<file path="src/ir_pulse_distance_frame_decoder_assert.svh">
`ifndef IR_PULSE_DISTANCE_FRAME_DECODER_ASSERT_SVH
`define IR_PULSE_DISTANCE_FRAME_DECODER_ASSERT_SVH

// Same-cycle implication, checked outside reset.
`define IRPD_ASSERT_SAME(label, clk, rst, ante, cons, msg) \
  label: assert property (@(posedge clk) disable iff (rst) (ante) |-> (cons)) else $error(msg);

// Next-cycle implication, checked outside reset.
`define IRPD_ASSERT_NEXT(label, clk, rst, ante, cons, msg) \
  label: assert property (@(posedge clk) disable iff (rst) (ante) |=> (cons)) else $error(msg);

`endif

</file>
<file path="src/irpd_pkg.sv">
`timescale 1ns / 1ps

package irpd_pkg;

  localparam int TimerWidth = 16;
  localparam int CfgWidth   = 16;
  localparam int CfgIdxW    = 2;
  localparam int ByteW      = 8;

  typedef logic [TimerWidth-1:0] timer_t;
  typedef logic [ByteW-1:0]      byte_t;
  typedef logic [CfgIdxW-1:0]    cfg_idx_t;
  typedef logic [CfgWidth-1:0]   cfg_data_t;

  localparam cfg_idx_t RegBitOneThreshold = 2'd0;
  localparam cfg_idx_t RegLeaderMin       = 2'd1;
  localparam cfg_idx_t RegLeaderMax       = 2'd2;
  localparam cfg_idx_t RegCheckEnable     = 2'd3;

  localparam timer_t ResetBitOneThreshold = timer_t'(49);
  localparam timer_t ResetLeaderMin       = timer_t'(131);
  localparam timer_t ResetLeaderMax       = timer_t'(262);

  typedef struct packed {
    timer_t bit_one_threshold;
    timer_t leader_min;
    timer_t leader_max;
    logic   check_enable;
  } cfg_t;

  typedef struct packed {
    logic  emit;
    byte_t byte0;
    byte_t byte1;
    byte_t byte2;
    byte_t byte3;
  } result_t;

endpackage

</file>
<file path="src/irpd_capture_if.sv">
`timescale 1ns / 1ps

interface irpd_capture_if;
  import irpd_pkg::*;

  logic   valid;
  logic   ready;
  timer_t capture_time;

  modport source (output valid, output capture_time, input ready);
  modport sink (input valid, input capture_time, output ready);
endinterface

</file>
<file path="src/irpd_frame_if.sv">
`timescale 1ns / 1ps

interface irpd_frame_if;
  import irpd_pkg::*;

  logic  valid;
  logic  ready;
  byte_t byte0;
  byte_t byte1;
  byte_t byte2;
  byte_t byte3;

  modport source (output valid, output byte0, output byte1, output byte2, output byte3,
                  input ready);
  modport sink (input valid, input byte0, input byte1, input byte2, input byte3,
                output ready);
endinterface

</file>
<file path="src/irpd_decode.sv">
`timescale 1ns / 1ps

module irpd_decode (
  input  logic             clk,
  input  logic             rst,
  input  logic             step,
  input  irpd_pkg::timer_t capture_time,
  input  irpd_pkg::cfg_t   cfg,
  output irpd_pkg::result_t result
);
  import irpd_pkg::*;

  localparam logic [2:0] LastBit  = 3'd7;
  localparam logic [1:0] LastByte = 2'd3;

  timer_t     previous_capture;
  logic       reading;
  byte_t      shift_byte;
  logic [2:0] bit_count;
  logic [1:0] byte_count;
  byte_t      frame_bytes [3];

  timer_t interval;
  logic   bit_value;
  byte_t  shift_byte_next;
  logic   byte_done;
  logic   frame_done;
  logic   leader;
  logic   sums_match;
  logic   reading_next;

  always_comb begin
    interval        = capture_time - previous_capture;
    bit_value       = interval > cfg.bit_one_threshold;
    shift_byte_next = {shift_byte[ByteW-2:0], bit_value};
    byte_done       = reading && (bit_count == LastBit);
    frame_done      = byte_done && (byte_count == LastByte);
    leader          = (interval > cfg.leader_min) && (interval < cfg.leader_max);
    sums_match      = ({1'b0, frame_bytes[0]} + {1'b0, frame_bytes[1]}) ==
                      ({1'b0, frame_bytes[2]} + {1'b0, shift_byte_next});
    // a leader wins over the end of a frame
    reading_next    = leader || (reading && !frame_done);

    result.emit  = frame_done && (!cfg.check_enable || sums_match);
    result.byte0 = frame_bytes[0];
    result.byte1 = frame_bytes[1];
    result.byte2 = frame_bytes[2];
    result.byte3 = shift_byte_next;
  end

  always_ff @(posedge clk) begin
    if (rst) begin
      previous_capture <= '0;
      reading          <= 1'b0;
      shift_byte       <= '0;
      bit_count        <= '0;
      byte_count       <= '0;
    end else if (step) begin
      previous_capture <= capture_time;
      reading          <= reading_next;
      if (reading) begin
        shift_byte <= shift_byte_next;
        bit_count  <= bit_count + 3'd1;
      end
      if (byte_done) begin
        byte_count <= byte_count + 2'd1;
      end
    end
  end

  // frame byte store; the last byte goes straight out of the shifter
  always_ff @(posedge clk) begin
    if (step && byte_done && (byte_count != LastByte)) begin
      frame_bytes[byte_count] <= shift_byte_next;
    end
  end

endmodule

</file>
<file path="src/ir_pulse_distance_frame_decoder.sv">
`timescale 1ns / 1ps
`include "ir_pulse_distance_frame_decoder_assert.svh"

// Channel   Role    Payload                        Moves one request per
// --------  ------  -----------------------------  ---------------------------
// capture   sink    capture_time (16 bit)          rising edge of the receiver
// frame     source  byte0, byte1, byte2, byte3     decoded frame that passes
// cfg_*     write   cfg_index (2 bit), cfg_data    register write
//
// One capture request is taken every cycle while the capture stage is not held.
// A request waits in the capture stage, where one subtract, the threshold
// compares and the shift run, then lands in the frame register.
// Reset (rst, synchronous) clears the decoder state and restores the
// register defaults; no clearing pass is needed.
// The capture stage holds only when its edge completes a frame and the frame
// register is still waiting for the sink; other edges pass a stalled output.
module ir_pulse_distance_frame_decoder (
  input  logic                 clk,
  input  logic                 rst,
  irpd_capture_if.sink         capture,
  irpd_frame_if.source         frame,
  input  logic                 cfg_write,
  input  irpd_pkg::cfg_idx_t   cfg_index,
  input  irpd_pkg::cfg_data_t  cfg_data
);
  import irpd_pkg::*;

  // Configuration registers
  cfg_t cfg;

  always_ff @(posedge clk) begin
    if (rst) begin
      cfg.bit_one_threshold <= ResetBitOneThreshold;
      cfg.leader_min        <= ResetLeaderMin;
      cfg.leader_max        <= ResetLeaderMax;
      cfg.check_enable      <= 1'b1;
    end else if (cfg_write) begin
      case (cfg_index)
        RegBitOneThreshold: cfg.bit_one_threshold <= timer_t'(cfg_data);
        RegLeaderMin:       cfg.leader_min        <= timer_t'(cfg_data);
        RegLeaderMax:       cfg.leader_max        <= timer_t'(cfg_data);
        RegCheckEnable:     cfg.check_enable      <= cfg_data[0];
        default: ;
      endcase
    end
  end

  // Capture stage
  logic    stage_valid;
  timer_t  stage_capture;
  logic    advance;
  logic    out_free;
  result_t result;

  // advance the stage unless it would emit into a full frame register
  assign out_free      = !frame.valid || frame.ready;
  assign advance       = stage_valid && (out_free || !result.emit);
  assign capture.ready = !stage_valid || advance;

  always_ff @(posedge clk) begin
    if (rst) begin
      stage_valid <= 1'b0;
    end else if (capture.ready) begin
      stage_valid <= capture.valid;
    end
  end

  always_ff @(posedge clk) begin
    if (capture.valid && capture.ready) begin
      stage_capture <= capture.capture_time;
    end
  end

  irpd_decode u_decode (
    .clk          (clk),
    .rst          (rst),
    .step         (advance),
    .capture_time (stage_capture),
    .cfg          (cfg),
    .result       (result)
  );

  // Frame register: load on an emitting step, drop once the sink takes it
  always_ff @(posedge clk) begin
    if (rst) begin
      frame.valid <= 1'b0;
    end else if (advance && result.emit) begin
      frame.valid <= 1'b1;
    end else if (frame.ready) begin
      frame.valid <= 1'b0;
    end
  end

  always_ff @(posedge clk) begin
    if (advance && result.emit) begin
      frame.byte0 <= result.byte0;
      frame.byte1 <= result.byte1;
      frame.byte2 <= result.byte2;
      frame.byte3 <= result.byte3;
    end
  end

  // A new frame only comes from a decoder step
  `IRPD_ASSERT_SAME(a_frame_from_step, clk, rst, $rose(frame.valid), $past(advance && result.emit), "frame appeared without an emitting step")

  // With checking on, every frame shown passes the sum check
  `IRPD_ASSERT_SAME(a_frame_checked, clk, rst, frame.valid && cfg.check_enable, ({1'b0, frame.byte0} + {1'b0, frame.byte1}) == ({1'b0, frame.byte2} + {1'b0, frame.byte3}), "frame failed the sum check")

  // A held capture stage keeps its edge
  `IRPD_ASSERT_NEXT(a_stage_hold, clk, rst, stage_valid && !advance, stage_valid && $stable(stage_capture), "capture stage lost its edge")

endmodule

</file>
<file path="src/flat_wrapper.sv">
// flat-port wrapper written by rule: the top's interface ports become plain ports
module ir_pulse_distance_frame_decoder_flat import irpd_pkg::*;
  (clk, rst, cfg_write, cfg_index, cfg_data, capture_valid, capture_capture_time, capture_ready, frame_valid, frame_byte0, frame_byte1, frame_byte2, frame_byte3, frame_ready);
  irpd_capture_if capture_i ();
  irpd_frame_if frame_i ();
  input  logic clk;
  input  logic rst;
  input  logic cfg_write;
  input  irpd_pkg::cfg_idx_t cfg_index;
  input  irpd_pkg::cfg_data_t cfg_data;
  input wire logic [$bits(capture_i.valid)-1:0] capture_valid;
  input wire logic [$bits(capture_i.capture_time)-1:0] capture_capture_time;
  output wire logic [$bits(capture_i.ready)-1:0] capture_ready;
  output wire logic [$bits(frame_i.valid)-1:0] frame_valid;
  output wire logic [$bits(frame_i.byte0)-1:0] frame_byte0;
  output wire logic [$bits(frame_i.byte1)-1:0] frame_byte1;
  output wire logic [$bits(frame_i.byte2)-1:0] frame_byte2;
  output wire logic [$bits(frame_i.byte3)-1:0] frame_byte3;
  input wire logic [$bits(frame_i.ready)-1:0] frame_ready;
  assign capture_i.valid = capture_valid;
  assign capture_i.capture_time = capture_capture_time;
  assign capture_ready = capture_i.ready;
  assign frame_valid = frame_i.valid;
  assign frame_byte0 = frame_i.byte0;
  assign frame_byte1 = frame_i.byte1;
  assign frame_byte2 = frame_i.byte2;
  assign frame_byte3 = frame_i.byte3;
  assign frame_i.ready = frame_ready;
  ir_pulse_distance_frame_decoder u_core (.clk(clk), .rst(rst), .capture(capture_i), .frame(frame_i), .cfg_write(cfg_write), .cfg_index(cfg_index), .cfg_data(cfg_data));
endmodule
</file>
<file path="config.mk">
export PLATFORM = sky130hd
export DESIGN_NAME = ir_pulse_distance_frame_decoder_flat
export DESIGN_NICKNAME = d
export VERILOG_FILES = /design/src/irpd_pkg.sv /design/src/irpd_capture_if.sv /design/src/irpd_frame_if.sv /design/src/irpd_decode.sv /design/src/ir_pulse_distance_frame_decoder.sv /design/src/flat_wrapper.sv
export VERILOG_INCLUDE_DIRS = /design/src /design/src/src
export SDC_FILE = /design/constraint.sdc
export NUM_CORES = 1
export LEC_CHECK = 0
export ABC_AREA = 1
export BUFFER_PORTS_ARGS = -buffer_cell sky130_fd_sc_hd__buf_2
export CORE_MARGIN = 3
export CORE_UTILIZATION = 55
export DETAILED_ROUTE_END_ITERATION = 10
export HOLD_SLACK_MARGIN = 0.02
export PLACE_DENSITY = 0.75
export SYNTH_ARGS = -nofsm -noshare
export SYNTH_HDL_FRONTEND = slang
export SYNTH_SLANG_ARGS = --single-unit
</file>
<file path="constraint.sdc">
create_clock -name clk -period 5.88 [get_ports clk]
set_clock_uncertainty 0.05 [all_clocks]
set_input_delay 0.588 -clock clk [delete_from_list [all_inputs] [get_ports clk]]
set_output_delay 0.588 -clock clk [all_outputs]
set_load 0.05 [all_outputs]
</file>
# Yosys cells after proc, flatten, opt, wreduce, memory -nomap -nowiden
# Memory sizes are Yosys's and may differ from the RTL's.
# Cells that the tools add are included.
# classes
mux	4
n_reduce_logical	28
addsub	5
eq_ne	7
n_lt_le_gt_ge	3
# op_table
cell	count
greater-than comparator 16 bit	2
adder 8 x 8 -> 9 bit	2
< comparator 16 bit	1
subtractor 16 bit	1
AND reduction 2 bit	6
logical AND 1 bit	10
== test 9 bit	1
== test 2 bit (second input constant)	3
zero test 1 bit	5
logical OR 1 bit	5
2-to-1 mux 1 bit	4
adder 3 x 1 -> 3 bit (second input constant)	1
== test 3 bit (second input constant)	1
adder 2 x 1 -> 2 bit (second input constant)	1
== test 2 x 1 -> 1 bit (second input constant)	1
zero test 2 bit	1
inequality test 2 bit (second input constant)	1
nonzero test 2 bit	1
# word_totals
word_cells	64
n_memories	1
ram_bits	24
regBits	128
output_inout_bits	34
# memory_table
name	words	word_bits	read_ports	rd_ports_with_merged_regs	wr	line	rtl
u_core.u_decode.frame_bytes	3	8	3	0	1	irpd_decode.sv:21	byte_t frame_bytes [3];

# Longest topological paths before layout
# Gate-level depths: netlist of the first run.
# logic_depth
word_depth	13
depth_mapped	39
depth_no_buf	38

# Cells and area by module
# A second synthesis of the first run with hierarchy kept.
# unflattened
hier_cells	994
area_unflattened_um2	8239.2
# by_module_without_submodules
module	instances	cells_per_inst	area_each_um2	seq_area_each_um2
irpd_decode	1	625	4649.5	1301.2
ir_pulse_distance_frame_decoder	1	369	3589.7	2462.4

# Least setup slack after synthesis of the first run
# No wires, ideal clock.
# synth_path
kind	register to register
start	register u_core.stage_capture[2]
end	register u_core.stage_capture[0] (enable)
stages_incl_launch_ff	33
required_time_ps	5514
period_less_slack_ps	5392
path_slack_ps	488
arrival_time_ps	5026
path_cell_list	edfxtp_1 -> ha_1 -> a21oi_1 -> o21ai_0 -> a21oi_1 -> nor2_1 -> o21ai_0 -> o21ai_0 -> nand2_1 -> nand2_1 -> xor2_1 -> ha_1 -> nand4_1 -> nor3_1 -> nand2_1 -> nand3_1 -> nand2_1 -> inv_1 -> ha_1 -> inv_1 -> fa_1 -> inv_1 -> nor2_1 -> o21ai_0 -> nand2_1 -> nor2_1 -> nand3_2 -> nor2_2 -> nand3_2 -> nand2_2 -> nand3_1 -> nand2_1 -> inv_1
# synth_rtl
element	line	rtl
from (decl)	ir_pulse_distance_frame_decoder.sv:50	timer_t stage_capture;
from (signal assigned)	ir_pulse_distance_frame_decoder.sv:70	stage_capture <= capture.capture_time;

==> qor.csv, run 1 <==
stage;metric;value;unit
critical_path;buffer and inverter count on the worst path;4;
cts;clock-pin slew on the worst setup and hold paths;0.06;ns
place;placed cell count;1142;
critical_path;Critical Path AT;5.05;ns
detailed_routing;Antenna Nets Post-Route;0;
timing;Slew Limit Fails;0;
hold_path;Hold WC Path Type;primary input to flop;
grt;initial antenna violation count;0;
critical_path;CP max-delay cell;edfxtp_1;
grt;total grt overflow;0;
floorplanning;area of the die;0.0160;sq mm
critical_path;crit path max fanout;4;
synth;sequential area share after synthesis;0.473;
synth;largest cells by area after synthesis;edfxtp_1 27%, dfxtp_1 20%, ha_1 13%;
run;max-cap viol count;0;
run_status;status;finished clean;
detailed_routing;DR pass1 iterations;5;
synth;Simple-Gate Fraction of Synth Area;0.160;
grt;gr usage total;0.214;
critical_path;R2R setup slack;0.19;ns
power_and_ir_drop;Power Dens Cells;314;mW/mm^2
synth;post-synthesis net count;1026;
grt;vias in the first global route;5753;
synth;compound-cell area share of the yosys netlist;0.120;
hold_path;WHS Endpoint;u_core.stage_capture[12];
power_and_ir_drop;total power;2.95;mW
synth;largest family of logic cells by synthesized area;simple AND/OR/NAND/NOR gates;
cts;clk_lat worst skew;0.43;ns
timing;final hold vios;0;
synth;Mapped Cells;900;
place;Routability Congestion;0.895;
timing;setup TNS;0;ns
floorplanning;std cell rows;43;
cts;Num Clock Sinks;152;
floorplanning;DIE WIDTH;126;um
synth;area leader, netlist;edfxtp_1;
final_layout;fin nets;1117;
floorplanning;Core Region;0.0140;sq mm
timing;Finish-stage setup viols;0;
detailed_routing;vias per cell;5.24;
cts;number of CTS-inserted buffers;17;
timing;Worst slew margin;0.405;
cts;CTS tree;yes;
synth;post-synthesis cell area;0.00796;sq mm
synth;asr flop ratio synth;0;
synth;share of the synthesized area in the top cell type;0.272;
critical_path;Crit Path Category;flop to output port;
critical_path;R2R depth;34;
critical_path;worst reg2reg endpoint;u_core.u_decode.frame_bytes[0][0];
synth;Post-synth EDFFs;72;
detailed_routing;Via Count;6208;
synth;YS warnings;0;
grt;first-pass GRT wire length;27.5;mm
timing;RSZ-0062 raised after global routing;yes;
synth;XOR/XNOR Fraction of Synth Area;0.0253;
critical_path;critical path's largest stage delay;0.44;ns
place;Post-DP HPWL;12.2;mm
cts;H-tree levels;4;
final_layout;layout cell share with drive strength beyond 1;0.173;
power_and_ir_drop;leakage power;4.14;nW
critical_path;CP required;5.24;ns
cts;CTS max path bufs;2;
timing;period utilization;0.968;
hold_path;hold_sp;capture_capture_time[12];
floorplanning;Die Ht;126;um
timing;crit path time final;5.69;ns
synth;Top FF cell, synth;dfxtp_1;
final_layout;Final Non-Filler Cells;1184;
hold_path;hold depth;1;
floorplanning;Initial Utilization;0.567;
critical_path;CP Capture Type;output port;
synth;post-synthesis mux area share;0;
final_layout;Fillers;1122;
timing;fmax;176;MHz
final_layout;synth-to-layout area growth;18.2;%
synth;Synth Area per Inst;8.85;sq um
power_and_ir_drop;maximum VDD drop;0.000202;V
detailed_routing;1st-iter DRT viols;378;
critical_path;family with the most delay on the worst path;adder cells;
critical_path;Critical Path Start Type;flop;
synth;Yosys reg bits;152;
detailed_routing;DRT Wirelength;17.2;mm
detailed_routing;WL/cell;14.5;um
synth;Unique masters post-synth;36;
final_layout;# diodes;0;
detailed_routing;DRC errors left;0;
cts;Root Buffer;clkbuf_16;
timing;final worst slack;0.189;ns
critical_path;origin of the worst setup path;u_core.stage_capture[3];
place;setup slack at placement;0.0500;ns
critical_path;Worst R2R Start;u_core.stage_capture[3];
floorplanning;io pins;73;
grt;largest net degree at the start of global routing;78;
place;Port Buffers;72;
synth;Synth Area in Adders;0.140;
timing;Worst Max-Slew Pin Slew;0.891;ns
==> cell families (layout without fill, tap and decap cells) <==
kind of cell / after synthesis / in the layout
xor gates and xnor gates: 23 / 23
buffers and inverters: 166 / 270
AOI/OAI and AO/OA: 183 / 183
DFF: 152 / 152
adders and majority gates: 87 / 87
and+or+nand+nor: 289 / 289
==> worst max path at each step <==
stage	cells past startpoint	slack, ns	to
after floorplan	32	0.49	u_core.stage_capture[0]
after global placement	35	0.25	u_core.u_decode.frame_bytes[1][1]
after detailed placement	35	0.05	u_core.u_decode.frame_bytes[1][5]
after CTS	31	0.06	capture_ready
after global routing	36	-0.10	u_core.u_decode.frame_bytes[1][1]
final	27	0.19	capture_ready
==> layout by cell type (no fill, tap or decap), types with 3 or more instances in the layout <==
cell and instances:
inv_1 141, nand2_1 139, a21oi_1 83, dfxtp_1 80, ha_1 76, edfxtp_1 72
buf_2 71, nor2_1 69, o21ai_0 62, nand3_1 25, nand4_1 21, buf_4 19
clkbuf_16 17, o21ai_1 13, nor2_2 13, xnor2_1 11, xor2_1 10, o211ai_1 9
o21ai_2 5, nor3_1 5, nand3_2 4, ha_2 4, ha_4 4, bufinv_16 4
clkinv_2 4, inv_2 3, a21oi_2 3, nand3b_1 3, inv_6 3
==> cell type report <==
type	instances	area, sq um	area share
Clock buffer	17	425	0.0452
Clock inverter	15	199	0.0211
Inverter	146	551	0.0585
Multi-Input combinational cell	582	3720	0.395
Sequential cell	152	3760	0.400
Tap cell	180	225	0.0239
Timing Repair Buffer	92	533	0.0566
==> stage by stage <==
stage                     cell area (sq um)  utilization  hold WS [ns]
final                                  9410        0.670         0.276
after global routing                   9410        0.670         0.272
after CTS                              9250        0.658         0.266
after detailed placement               8530        0.608         0.393
after global placement                 8530        0.608         0.387
after floorplan                        7960            -         0.381
==> routing by layer <==
layer / up-vias / GRT usage / part of all wire
met3: 27 / 0.0451 / 0.050
met4: 0 / 0.0770 / 0.021
met5: - / 0 / 0
met2: 149 / 0.338 / 0.46
li1: 3187 / - / -
met1: 2845 / 0.293 / 0.47
==> synth_stat cells, types with 3 or more instances <==
cell type    n
a21oi_1     86
clkbuf_1    15
dfxtp_1     80
edfxtp_1    72
fa_1         3
ha_1        84
inv_1      145
nand2_1    139
nand3_1     27
nand3_2      3
nand3b_1     3
nand4_1     21
nor2_1      71
nor2_2      11
nor3_1       7
o211ai_1     9
o21ai_0     70
o21ai_1     10
xnor2_1     12
xor2_1      11
==> power by group <==
part / switching, mW / leakage (nW) / internal, mW
registers: 0.0289 / 1.32 / 1.15
clock network: 0.453 / 0.311 / 0.713
logic: 0.350 / 2.51 / 0.262
total: 0.832 / 4.14 / 2.12
==> sequential cells by signal, indices dropped and copies added, names as in the netlist, 7 cells and up <==
register,cells
u_core.cfg,49
u_core.u_decode.frame_bytes,24
u_core.stage_capture,16
u_core.u_decode.previous_capture,16
u_core.frame.byte0,8
u_core.frame.byte1,8
u_core.frame.byte2,8
u_core.frame.byte3,8
u_core.u_decode.shift_byte,7
==> worst reg2reg max path: cells and delay by family, from the launching register on <==
| family | cells | cell delay [ns] |
|---|---|---|
| and+or+nand+nor | 17 | 1.94 |
| adders and majority gates | 4 | 1.14 |
| AOI/OAI and AO/OA | 7 | 1.11 |
| DFF | 1 | 0.44 |
| buffers and inverters | 5 | 0.41 |
| xor gates and xnor gates | 1 | 0.18 |
==> what timing repair did <==
action,in CTS,in global routing
cloned,0,0
setup buffers,6,4
hold buffers,0,0
pin swaps,5,10
setup endpoints to repair,25,41
resized for setup,12,36
No activity file was read; power rests on OpenSTA's default activity.
==> inputs of run 2 (changes only) <==
- REMOVE_ABC_BUFFERS: default -> 1
==> qor.csv, run 2 (same netlist as run 1, synthesis figures left out) <==
stage;metric;value;unit
run_status;status;finished clean;
hold_path;hold_sp;capture_capture_time[14];
grt;vias in the first global route;5652;
final_layout;top flop regs;u_core.cfg x49, u_core.u_decode.frame_bytes x24;
final_layout;# diodes;0;
floorplanning;Die Ht;126;um
critical_path;Critical Path Start Type;flop;
grt;first-pass GRT wire length;27.2;mm
timing;Finish-stage setup viols;0;
critical_path;crit path max fanout;5;
grt;gr usage total;0.213;
timing;Worst Max-Slew Pin Slew;0.854;ns
cts;CTS max path bufs;2;
detailed_routing;Via Count;6211;
detailed_routing;DR pass1 iterations;5;
critical_path;Critical Path AT;5.20;ns
cts;clk_lat worst skew;0.43;ns
floorplanning;Initial Utilization;0.567;
final_layout;layout cell share with drive strength beyond 1;0.165;
final_layout;final core occ;0.666;
final_layout;Design Area, Final;0.00935;sq mm
cts;hold buffers post-CTS;0;
grt;initial antenna violation count;0;
place;Port Buffers;72;
final_layout;Fillers;1120;
final_layout;Final Non-Filler Cells;1181;
detailed_routing;DRC errors left;0;
place;placed cell count;1140;
place;Post-DP HPWL;11.7;mm
detailed_routing;WL/cell;14.2;um
floorplanning;Core Region;0.0140;sq mm
detailed_routing;vias per cell;5.26;
final_layout;Largest register FFs;49;
timing;crit path time final;5.83;ns
critical_path;CP Capture Type;output port;
detailed_routing;DRT Wirelength;16.8;mm
grt;largest net degree at the start of global routing;78;
final_layout;Most flops, register;u_core.cfg;
cts;CTS tree;yes;
detailed_routing;1st-iter DRT viols;378;
power_and_ir_drop;Power Dens Cells;312;mW/mm^2
run;max-cap viol count;0;
floorplanning;io pins;73;
final_layout;fin nets;1114;
timing;Hold Slack;0.278;ns
timing;fmax;171;MHz
grt;total grt overflow;0;
floorplanning;std cell rows;43;
timing;Worst slew margin;0.430;
critical_path;Worst R2R Start;u_core.stage_capture[7];
timing;setup TNS;0;ns
power_and_ir_drop;leakage power;4.11;nW
detailed_routing;Antenna Nets Post-Route;0;
hold_path;Hold WC Path Type;primary input to flop;
final_layout;commonest cells after routing, fill and taps aside;142 x inv_1, 139 x nand2_1, 84 x a21oi_1, 80 x ha_1, 80 x dfxtp_1;
place;placed inst area;0.00852;sq mm
critical_path;Crit Path Category;flop to output port;
critical_path;origin of the worst setup path;u_core.stage_capture[7];
timing;final hold vios;0;
cts;clock-pin slew on the worst setup and hold paths;0.06;ns
timing;RSZ-0062 raised after global routing;yes;
power_and_ir_drop;maximum VDD drop;0.000199;V
cts;Num Clock Sinks;152;
timing;period utilization;0.992;
final_layout;most common cell after layout, fill and taps aside;inv_1;
cts;number of CTS-inserted buffers;17;
critical_path;CP required;5.24;ns
timing;Slew Limit Fails;0;
cts;Root Buffer;clkbuf_16;
floorplanning;DIE WIDTH;126;um
cts;H-tree levels;4;
final_layout;synth-to-layout area growth;17.4;%
floorplanning;area of the die;0.0160;sq mm
place;Routability Congestion;0.918;
[run 2: worst max-delay path, stage by stage, from the launching register on]
cell and delay [ns]:
edfxtp_1 0.42, ha_1 0.37, a21oi_1 0.16, o21ai_0 0.10, o21bai_1 0.20, a21o_1 0.23
a21oi_4 0.24, o21ai_2 0.08, xor2_1 0.17, ha_1 0.32, nand4_1 0.14, nor3_2 0.22
buf_4 0.14, nand3_1 0.05, nand2_1 0.12, inv_1 0.07, ha_1 0.19, inv_1 0.07
fa_2 0.43, xor2_1 0.14, nand2_1 0.06, nor2_1 0.11, nand3_2 0.09, nor2_2 0.12
nand3_2 0.09, nand2_4 0.10, nand3_4 0.09, buf_8 0.20
[run 2: stage by stage]
step                total power, mW  setup slack (ns)
floorplan                      1.58             0.481
global placement               1.71             0.212
detailed placement             1.72            0.0204
CTS                            2.88            0.0307
global route                   3.07            -0.270
finish                         2.92            0.0454
[run 2: area by class of cell]
type | count | area (sq um) | share of cell area
sequential | 152 | 3760 | 0.403
tap | 180 | 225 | 0.0241
inverter | 146 | 551 | 0.0589
clock inverter | 15 | 199 | 0.0213
multi-input combinational | 582 | 3670 | 0.393
clock buffer | 17 | 425 | 0.0455
timing repair buffer | 89 | 510 | 0.0546
[run 2: worst paths after layout]
path,slack [ns],to,cells past startpoint
setup / recovery,0.05,capture_ready,27
hold / removal,0.28,u_core.stage_capture[14],1
setup reg to reg,0.34,u_core.u_decode.frame_bytes[0][3],30
hold reg to reg,0.40,u_core.frame.byte2[6],0
[run 2: what timing repair did]
| item | in CTS | in global routing |
|---|---|---|
| pin swaps | 4 | 9 |
| gates resized for setup | 8 | 32 |
| endpoints found under the setup margin | 9 | 73 |
| setup buffers | 3 | 6 |
[run 2: where the power goes]
group          switching [mW]  internal (mW)
logic                   0.345          0.249
clock network           0.439          0.711
registers              0.0265           1.15
total                   0.810           2.11
[run 2: layer usage]
layer	GRT usage	wire, um	up-vias
met1	0.294	7850	2840
met5	0	0	-
met2	0.326	7650	167
met3	0.0556	962	30
met4	0.0751	299	0
li1	-	-	3174
